--- src/sv/murmurhash2_stream_defines.svh ---
// assertion macros for the murmurhash2 stream block
// used by murmurhash2_stream.sv, expects clk and rst_n in scope
`ifndef MURMURHASH2_STREAM_DEFINES_SVH
`define MURMURHASH2_STREAM_DEFINES_SVH

`ifndef SYNTHESIS
`define MH2S_ASSERT_NOW(lbl, cond, expr) \
  lbl: assert property (@(posedge clk) disable iff (!rst_n) (cond) |-> (expr)) \
    else $error("mh2s assertion failed");
`define MH2S_ASSERT_NEXT(lbl, cond, expr) \
  lbl: assert property (@(posedge clk) disable iff (!rst_n) (cond) |=> (expr)) \
    else $error("mh2s assertion failed");
`else
`define MH2S_ASSERT_NOW(lbl, cond, expr)
`define MH2S_ASSERT_NEXT(lbl, cond, expr)
`endif

`endif

--- src/sv/mh2s_pkg.sv ---
// shared constants and types for the murmurhash2 stream block
// no dependencies
`timescale 1ns / 1ps
`default_nettype none

package mh2s_pkg;

  localparam logic [31:0] MIX_MUL     = 32'h5bd1_e995;
  localparam int          MIX_SHIFT   = 24;
  localparam int          FIN_SHIFT_A = 13;
  localparam int          FIN_SHIFT_B = 15;
  localparam logic [31:0] SEED_RESET  = 32'h0000_0000;

  typedef logic [2:0] state_t;
  localparam state_t S_IDLE = 3'd0;
  localparam state_t S_K1   = 3'd1;
  localparam state_t S_K2   = 3'd2;
  localparam state_t S_ACC  = 3'd3;
  localparam state_t S_TAIL = 3'd4;
  localparam state_t S_FIN  = 3'd5;

  typedef logic [2:0] op_t;
  localparam op_t OP_NONE = 3'd0;
  localparam op_t OP_K1   = 3'd1;
  localparam op_t OP_K2   = 3'd2;
  localparam op_t OP_ACC  = 3'd3;
  localparam op_t OP_TAIL = 3'd4;
  localparam op_t OP_FIN  = 3'd5;

  typedef struct packed {
    logic load;
    logic init;
    op_t  op;
  } dp_cmd_t;

  typedef struct packed {
    state_t state;
    logic   in_key;
  } ctl_sts_t;

endpackage

`default_nettype wire

--- src/sv/mh2s_dp.sv ---
// datapath: seed register, word latch, shared constant multiplier, accumulator
// depends on mh2s_pkg
`timescale 1ns / 1ps
`default_nettype none

module mh2s_dp
  import mh2s_pkg::*;
(
  input  wire logic        clk,
  input  wire logic        rst_n,
  input  wire logic        cfg_we,
  input  wire logic [31:0] cfg_seed,
  input  wire dp_cmd_t     cmd,
  input  wire logic [31:0] in_key_word,
  input  wire logic [1:0]  in_valid_bytes,
  input  wire logic [30:0] in_key_length,
  output logic [31:0]      hash
);

  logic [31:0] seed_r;
  logic [31:0] word_r;
  logic [1:0]  nb_r;
  logic [31:0] k_r;
  logic [31:0] acc_r;
  logic [31:0] hash_r;
  logic [31:0] tail_mask;
  logic [31:0] mul_a;
  logic [31:0] prod;

  always_ff @(posedge clk) begin
    if (!rst_n) begin
      seed_r <= SEED_RESET;
    end else if (cfg_we) begin
      seed_r <= cfg_seed;
    end
  end

  always_comb begin
    case (nb_r)
      2'd1:    tail_mask = 32'h0000_00ff;
      2'd2:    tail_mask = 32'h0000_ffff;
      2'd3:    tail_mask = 32'h00ff_ffff;
      default: tail_mask = 32'h0000_0000;
    endcase
  end

  always_comb begin
    unique case (cmd.op)
      OP_K1:   mul_a = word_r;
      OP_K2:   mul_a = k_r;
      OP_ACC:  mul_a = acc_r;
      OP_TAIL: mul_a = acc_r ^ (word_r & tail_mask);
      OP_FIN:  mul_a = acc_r ^ (acc_r >> FIN_SHIFT_A);
      default: mul_a = acc_r;
    endcase
  end

  assign prod = mul_a * MIX_MUL;

  always_ff @(posedge clk) begin
    if (cmd.load) begin
      word_r <= in_key_word;
      nb_r   <= in_valid_bytes;
    end
    if (cmd.init) begin
      acc_r <= seed_r ^ {1'b0, in_key_length};
    end else begin
      unique case (cmd.op)
        OP_ACC:  acc_r <= prod ^ k_r;
        OP_TAIL: acc_r <= prod;
        default: acc_r <= acc_r;
      endcase
    end
    unique case (cmd.op)
      OP_K1:   k_r <= prod ^ (prod >> MIX_SHIFT);
      OP_K2:   k_r <= prod;
      default: k_r <= k_r;
    endcase
    if (cmd.op == OP_FIN) begin
      hash_r <= prod ^ (prod >> FIN_SHIFT_B);
    end
  end

  assign hash = hash_r;

endmodule

`default_nettype wire

--- src/sv/mh2s_ctrl.sv ---
// controller: sequences the multiplier steps per word and owns both handshakes
// depends on mh2s_pkg
`timescale 1ns / 1ps
`default_nettype none

module mh2s_ctrl
  import mh2s_pkg::*;
(
  input  wire logic       clk,
  input  wire logic       rst_n,
  input  wire logic       in_valid,
  output logic            in_ready,
  input  wire logic [2:0] in_valid_bytes,
  input  wire logic       in_first_word,
  input  wire logic       in_last_word,
  output logic            out_valid,
  input  wire logic       out_ready,
  output dp_cmd_t         cmd,
  output ctl_sts_t        sts
);

  state_t state_r, state_nxt;
  logic   in_key_r, in_key_nxt;
  logic   out_valid_r, out_valid_nxt;
  logic   last_r, last_nxt;
  logic   accept;

  assign in_ready = (state_r == S_IDLE);
  assign accept   = in_valid && in_ready;

  always_comb begin
    state_nxt     = state_r;
    in_key_nxt    = in_key_r;
    last_nxt      = last_r;
    out_valid_nxt = out_valid_r && !out_ready;
    cmd.load      = accept;
    cmd.init      = accept && in_first_word;
    cmd.op        = OP_NONE;
    unique case (state_r)
      S_IDLE: begin
        if (accept && (in_first_word || in_key_r)) begin
          in_key_nxt = 1'b1;
          last_nxt   = in_last_word;
          if (in_valid_bytes[2]) begin
            state_nxt = S_K1;
          end else if (in_valid_bytes[1:0] != 2'd0) begin
            state_nxt = S_TAIL;
          end else if (in_last_word) begin
            state_nxt = S_FIN;
          end
        end
      end
      S_K1: begin
        cmd.op    = OP_K1;
        state_nxt = S_K2;
      end
      S_K2: begin
        cmd.op    = OP_K2;
        state_nxt = S_ACC;
      end
      S_ACC: begin
        cmd.op    = OP_ACC;
        state_nxt = last_r ? S_FIN : S_IDLE;
      end
      S_TAIL: begin
        cmd.op    = OP_TAIL;
        state_nxt = last_r ? S_FIN : S_IDLE;
      end
      S_FIN: begin
        // hold until the output register is free
        if (!out_valid_r || out_ready) begin
          cmd.op        = OP_FIN;
          out_valid_nxt = 1'b1;
          in_key_nxt    = 1'b0;
          state_nxt     = S_IDLE;
        end
      end
      default: begin
        state_nxt = S_IDLE;
      end
    endcase
  end

  always_ff @(posedge clk) begin
    if (!rst_n) begin
      state_r     <= S_IDLE;
      in_key_r    <= 1'b0;
      out_valid_r <= 1'b0;
      last_r      <= 1'b0;
    end else begin
      state_r     <= state_nxt;
      in_key_r    <= in_key_nxt;
      out_valid_r <= out_valid_nxt;
      last_r      <= last_nxt;
    end
  end

  assign out_valid  = out_valid_r;
  assign sts.state  = state_r;
  assign sts.in_key = in_key_r;

endmodule

`default_nettype wire

--- src/sv/murmurhash2_stream.sv ---
// streaming 32-bit murmurhash2: one key word per input item, hash on the last word
// top level, instantiates mh2s_ctrl and mh2s_dp, uses mh2s_pkg and the assertion macros
//
// input channel: in_valid/in_ready with key_word, valid_bytes, first_word,
// last_word and key_length; first_word opens a key, last_word closes it.
// a word that is neither first nor part of an open key is dropped.
// output channel: out_valid/out_ready with the finished hash.
// config channel: cfg_valid/cfg_ready with the seed, always ready; write it idle.
// sequence: a full word is accepted, then makes three passes through the
// one shared multiplier by the mixing constant; a short tail word makes one
// pass, and a zero-byte word is only accepted. a last word adds the final
// avalanche, and the hash shows on out_valid the cycle after that.
// the output register lets the next key start while a hash waits; only the
// avalanche step of the following key waits for out_ready.
// reset: synchronous active-low rst_n clears the seed, closes any key and
// drops a pending hash.
`timescale 1ns / 1ps
`default_nettype none
`include "murmurhash2_stream_defines.svh"

module murmurhash2_stream
  import mh2s_pkg::*;
(
  input  wire logic        clk,
  input  wire logic        rst_n,
  input  wire logic        cfg_valid,
  output logic             cfg_ready,
  input  wire logic [31:0] cfg_seed,
  input  wire logic        in_valid,
  output logic             in_ready,
  input  wire logic [31:0] in_key_word,
  input  wire logic [2:0]  in_valid_bytes,
  input  wire logic        in_first_word,
  input  wire logic        in_last_word,
  input  wire logic [30:0] in_key_length,
  output logic             out_valid,
  input  wire logic        out_ready,
  output logic [31:0]      out_hash
);

  dp_cmd_t  cmd;
  ctl_sts_t sts;

  assign cfg_ready = 1'b1;

  mh2s_ctrl u_ctrl (
    .clk            (clk),
    .rst_n          (rst_n),
    .in_valid       (in_valid),
    .in_ready       (in_ready),
    .in_valid_bytes (in_valid_bytes),
    .in_first_word  (in_first_word),
    .in_last_word   (in_last_word),
    .out_valid      (out_valid),
    .out_ready      (out_ready),
    .cmd            (cmd),
    .sts            (sts)
  );

  mh2s_dp u_dp (
    .clk            (clk),
    .rst_n          (rst_n),
    .cfg_we         (cfg_valid && cfg_ready),
    .cfg_seed       (cfg_seed),
    .cmd            (cmd),
    .in_key_word    (in_key_word),
    .in_valid_bytes (in_valid_bytes[1:0]),
    .in_key_length  (in_key_length),
    .hash           (out_hash)
  );

  `MH2S_ASSERT_NOW(a_hash_from_fin, $rose(out_valid), $past(sts.state) == S_FIN)
  `MH2S_ASSERT_NEXT(a_full_word_mixes,
    in_valid && in_ready && (in_first_word || sts.in_key) && in_valid_bytes[2],
    sts.state == S_K1)
  `MH2S_ASSERT_NEXT(a_k2_then_acc, sts.state == S_K2, sts.state == S_ACC)
  `MH2S_ASSERT_NEXT(a_fin_closes_key,
    sts.state == S_FIN && (!out_valid || out_ready), !sts.in_key && out_valid)

endmodule

`default_nettype wire
--- config.mk ---
export PLATFORM = sky130hd
export DESIGN_NAME = murmurhash2_stream
export DESIGN_NICKNAME = d
export VERILOG_FILES = /design/src/sv/mh2s_pkg.sv /design/src/sv/mh2s_dp.sv /design/src/sv/mh2s_ctrl.sv /design/src/sv/murmurhash2_stream.sv
export VERILOG_INCLUDE_DIRS = /design/src /design/src/sv
export SDC_FILE = /design/constraint.sdc
export NUM_CORES = 1
export LEC_CHECK = 0
export BUFFER_PORTS_ARGS = -buffer_cell sky130_fd_sc_hd__buf_2
export CELL_PAD_IN_SITES_DETAIL_PLACEMENT = 1
export CELL_PAD_IN_SITES_GLOBAL_PLACEMENT = 1
export CORE_MARGIN = 2
export CORE_UTILIZATION = 53
export DETAILED_ROUTE_END_ITERATION = 16
export GPL_TIMING_DRIVEN = 0
export PLACE_DENSITY_LB_ADDON = 0.3
export SYNTH_ARGS = -nofsm -noshare
export SYNTH_HDL_FRONTEND = slang
export SYNTH_HIERARCHICAL = 1
export SYNTH_SLANG_ARGS = --single-unit
--- constraint.sdc ---
create_clock -name clk -period 23.8 [get_ports clk]
set_input_delay 3.57 -clock clk [delete_from_list [all_inputs] [get_ports clk]]
set_output_delay 3.57 -clock clk [all_outputs]
set_load 0.01 [all_outputs]
# Yosys cells after proc, flatten, opt, wreduce, memory -nomap -nowiden

Index checks and enable logic that the tools add are counted.

Bits in registers: 168
Input bits: 105
Output and inout port bits: 35
Logic and storage cells: 70

$mul: 1
Eq/ne operators: 16
Muxes and demuxes: 19
Bitwise logic cells: 7
Reductions and logical operators: 17

Operators with widths:

| kind                                                 | count |
|---|---|
| one-hot mux 32 bit (2 select lines)                  | 2 |
| one-hot mux 32 bit (4 select lines)                  | 1 |
| one-hot mux 24 bit (3 select lines)                  | 1 |
| bitwise XOR 32 bit                                   | 2 |
| AND 32 x 24 -> 32 bit                                | 1 |
| multiplier 32 x 31 -> 32 bit (second input constant) | 1 |
| two-way mux 32 bit                                   | 1 |
| bitwise XOR 32 x 17 -> 32 bit                        | 1 |
| bitwise XOR 32 x 19 -> 32 bit                        | 1 |
| bitwise XOR 32 x 31 -> 32 bit                        | 1 |
| bitwise XOR 32 x 8 -> 32 bit                         | 1 |
| one-hot mux 3 bit (5 select lines)                   | 2 |
| two-way mux 3 bit                                    | 7 |
| == test 3 x 2 -> 1 bit (second input constant)       | 4 |
| == test 3 bit (second input constant)                | 4 |
| == test 3 x 1 -> 1 bit (second input constant)       | 2 |
| AND reduction 3 bit                                  | 2 |
| nonzero test 2 bit                                   | 3 |
| == test 2 bit (second input constant)                | 2 |
| logical AND 1 bit                                    | 4 |
| two-way mux 1 bit                                    | 4 |
| != test 4 bit (second input constant)                | 1 |
| zero test 3 bit                                      | 1 |
| nonzero test 3 bit                                   | 1 |
| 8 further kinds                                      | 10 |

# Logic depth before layout (Yosys ltp)

Depth after elaboration: 10
Depth in mapped cells: 37
Gate-level depth less buffers: 35

# Hierarchy

Netlist, hierarchy kept.

Modules (own cells, without submodules):

| module             | times used | cells an instance | area each (sq um) | sequential area each (sq um) |
|---|---|---|---|---|
| mh2s_dp            | 1          | 1601              | 16746.1           | 4544.4 |
| mh2s_ctrl          | 1          | 45                | 407.9             | 120.1 |
| murmurhash2_stream | 1          | 2                 | 11.3              | 0.0 |

# Worst setup path after synthesis

Ideal clock, no wire load.

Kind: input-to-reg
From: input port out_ready
To: register u_dp.acc_r[26], data pin
Setup time: 266 ps
Arrival: 12886 ps
Data required time: 23534 ps
Setup slack: 10648 ps
Stages on the path: 29
Path buffers: 3
Cells stage by stage: and3b_1 nor2b_1 buf_2 inv_2 buf_2 nor3_2 clkbuf_1 a22oi_1 o21ai_0 ha_1 ha_1 fa_1 inv_1 fa_1 inv_1 fa_1 inv_1 fa_1 inv_1 fa_1 fa_1 ha_1 nor2b_1 o21a_1 a221o_1 o211a_1 nor4_1 a2111oi_0 or3b_1

RTL lines:

| item                   | RTL line                 | RTL |
|---|---|---|
| start: declaration     | murmurhash2_stream.sv:37 | `input wire logic out_ready,` |
| end signal: assignment | mh2s_dp.sv:66            | `acc_r <= seed_r ^ {1'b0, in_key_length};` |
| end signal: assignment | mh2s_dp.sv:69            | `OP_ACC: acc_r <= prod ^ k_r;` |
| end signal: assignment | mh2s_dp.sv:70            | `OP_TAIL: acc_r <= prod;` |
| end: declaration       | mh2s_dp.sv:24            | `logic [31:0] acc_r;` |

==> reports/results.tsv <==
metric	value	unit
DP Area	0.01843	sq mm
WS Path Type	in2reg	
largest net degree at the start of global routing	36	
CTS Buf Count	17	
CTS tree	yes	
CP most frequent cell	inv_1	
full die area	0.03383	sq mm
routed wire length	58.75	mm
cts hold-fix bufs	0	
synthesized area	0.01716	sq mm
DRC	0	
post-CTS sizing	0	
clock latency on the worst-skew pair	0.46	ns
wire per inst	26.40	um
area delta synth->final	11.08	%
Max Fanout on Critical Path	10	
RePlAce Congestion	0.9146	
clock-pin slew on the worst setup and hold paths	0.07	ns
Final WS setup	8.948	ns
RR Startpoint	u_ctrl/out_valid$_SDFF_PN0_	
CP arrival	15.03	ns
Port Buffers	137	
row count	65	
vias per std cell	6.079	
Final Instance Count excl. Fillers	2225	
clock tree buffer depth	2	
Total GRT Usage	0.3600	
final critical path time including I/O delays and setup	14.85	ns
first-pass GRT wire length	88.75	mm
Synth Net Count	2149	
share of post-route cells with drive strength above 1	0.1152	
Design Area, Final	0.01906	sq mm
placed cell count	2192	
Slew Limit Fails	0	
gr ovfl total	0	
register area	0.004664	sq mm
top achievable clock speed	67.33	MHz
area of the multi-input gates	0.01095	sq mm
Fin Clk Skew	0.01505	ns
Core Box Area	0.03172	sq mm
Worst EP required	23.98	ns
Detailed Routing Iterations Pass 1	6	
htree depth	4	
Die X	183.9	um
io pins	140	
Post-DP HPWL	46.69	mm
Synth Instances	1647	
initial antenna violation count	0	
startpoint types	input port	
postcts setup bufs	0	
Ys Warns	6	
Final Setup Violations	0	
run status	complete, no violations	
Fillers	3513	
worst-case headroom to the max-slew limit	0.07690	
vias in the first global route	15120	
Slew @ Worst Pin	1.375	ns
unrepaired setup endpoints after global routing	false	
Total Negative Setup Slacks	0	ns
pre-CTS setup slack	9.064	ns
Critical R2R Capture	u_dp/acc_r[27]$_DFFE_PP_	
Nets	2312	
CTS Sinks	168	
hold path cells	2	
root buf cell	clkbuf_16	
syn_area_per_cell	10.42	sq um
flop2flop setup slack	11.80	ns
Starting DRT DRC Count	1173	
worst r2r path cells	35	
final hold viol count	0	
max cap viols	0	
Worst Hold Class	reg2reg	
hold path startpoint	u_ctrl/last_r$_SDFFE_PN0P_	
Antenna Nets Post-Route	0	
antenna diode count	0	
fin crit share	0.6240	
Die Ht	183.9	um
Vias	13530	
Worst Setup End Kind	flop	
Hold EP	u_ctrl/last_r$_SDFFE_PN0P_	
crit-path max cell delay	1.09	ns
Slowest-stage cell, CP	xnor2_1	
Initial Util	0.5409	
==> layer usage <==
metal | vias up | wire (um) | global-route usage
met5 | - | 0 | 0
met4 | 0 | 4210 | 0.2298
li1 | 5788 | - | -
met3 | 220 | 5207 | 0.07805
met1 | 6773 | 21370 | 0.4210
met2 | 745 | 27960 | 0.6015
==> cell usage in the layout, fill, tap and decap left out, types with 28 or more instances in the layout <==
master,n
inv_1,356
ha_1,216
fa_1,181
buf_2,145
edfxtp_1,130
nand2_1,96
xnor2_1,77
o21ai_0,54
xor2_1,52
nor2b_1,42
nor2_1,41
a21oi_1,39
dfxtp_1,38
mux2i_1,35
clkbuf_1,28
==> per-stage QoR <==
stage / hold WS [ns] / util
after detailed placement: 0.5153 / 0.5811
after global routing: 0.5765 / 0.6009
after CTS: 0.5261 / 0.6007
final: 0.5298 / 0.6009
after floorplan: 0.4764 / -
after global placement: 0.5053 / 0.5784
==> cell type report <==
class | instances | share of cell area
Multi-Input combinational cell | 1074 | 0.5743
Sequential cell | 168 | 0.2447
Inverter | 358 | 0.07050
Timing Repair Buffer | 144 | 0.03978
Clock buffer | 24 | 0.02921
Tap cell | 402 | 0.02639
Buffer | 47 | 0.01162
Clock inverter | 8 | 0.003414
==> worst max-delay path, delay by kind of cell <==
kind	cells	cell delay (ns)
compound gates	8	2.15
xor+xnor	2	1.28
fa+ha+maj	9	4.08
buf+inv	10	1.54
simple gates	7	2.38
==> how the worst max path moves through the flow <==
stage / slack [ns] / startpoint / to / depth (start not counted)
finish: 8.95 / out_ready / u_dp/acc_r[27]$_DFFE_PP_ / 36
global placement: 6.80 / out_ready / u_dp/acc_r[25]$_DFFE_PP_ / 33
floorplan: 10.65 / out_ready / u_dp/acc_r[26]$_DFFE_PP_ / 29
detailed placement: 9.06 / out_ready / u_dp/acc_r[27]$_DFFE_PP_ / 36
global route: 8.70 / out_ready / u_dp/acc_r[27]$_DFFE_PP_ / 36
CTS: 9.42 / out_ready / u_dp/acc_r[26]$_DFFE_PP_ / 30
==> registers in the layout, indices dropped and copies added (netlist names) <==
register and count:
u_dp/acc_r 32, u_dp/hash 32, u_dp/k_r 32, u_dp/seed_r 32
u_dp/word_r 32, u_ctrl/state_r 3, u_dp/nb_r 2, u_ctrl/in_key_r 1
u_ctrl/last_r 1, u_ctrl/out_valid 1
Power is not shown: default switching activity piles up to over one toggle a cycle in this logic, so the estimate is an artifact.
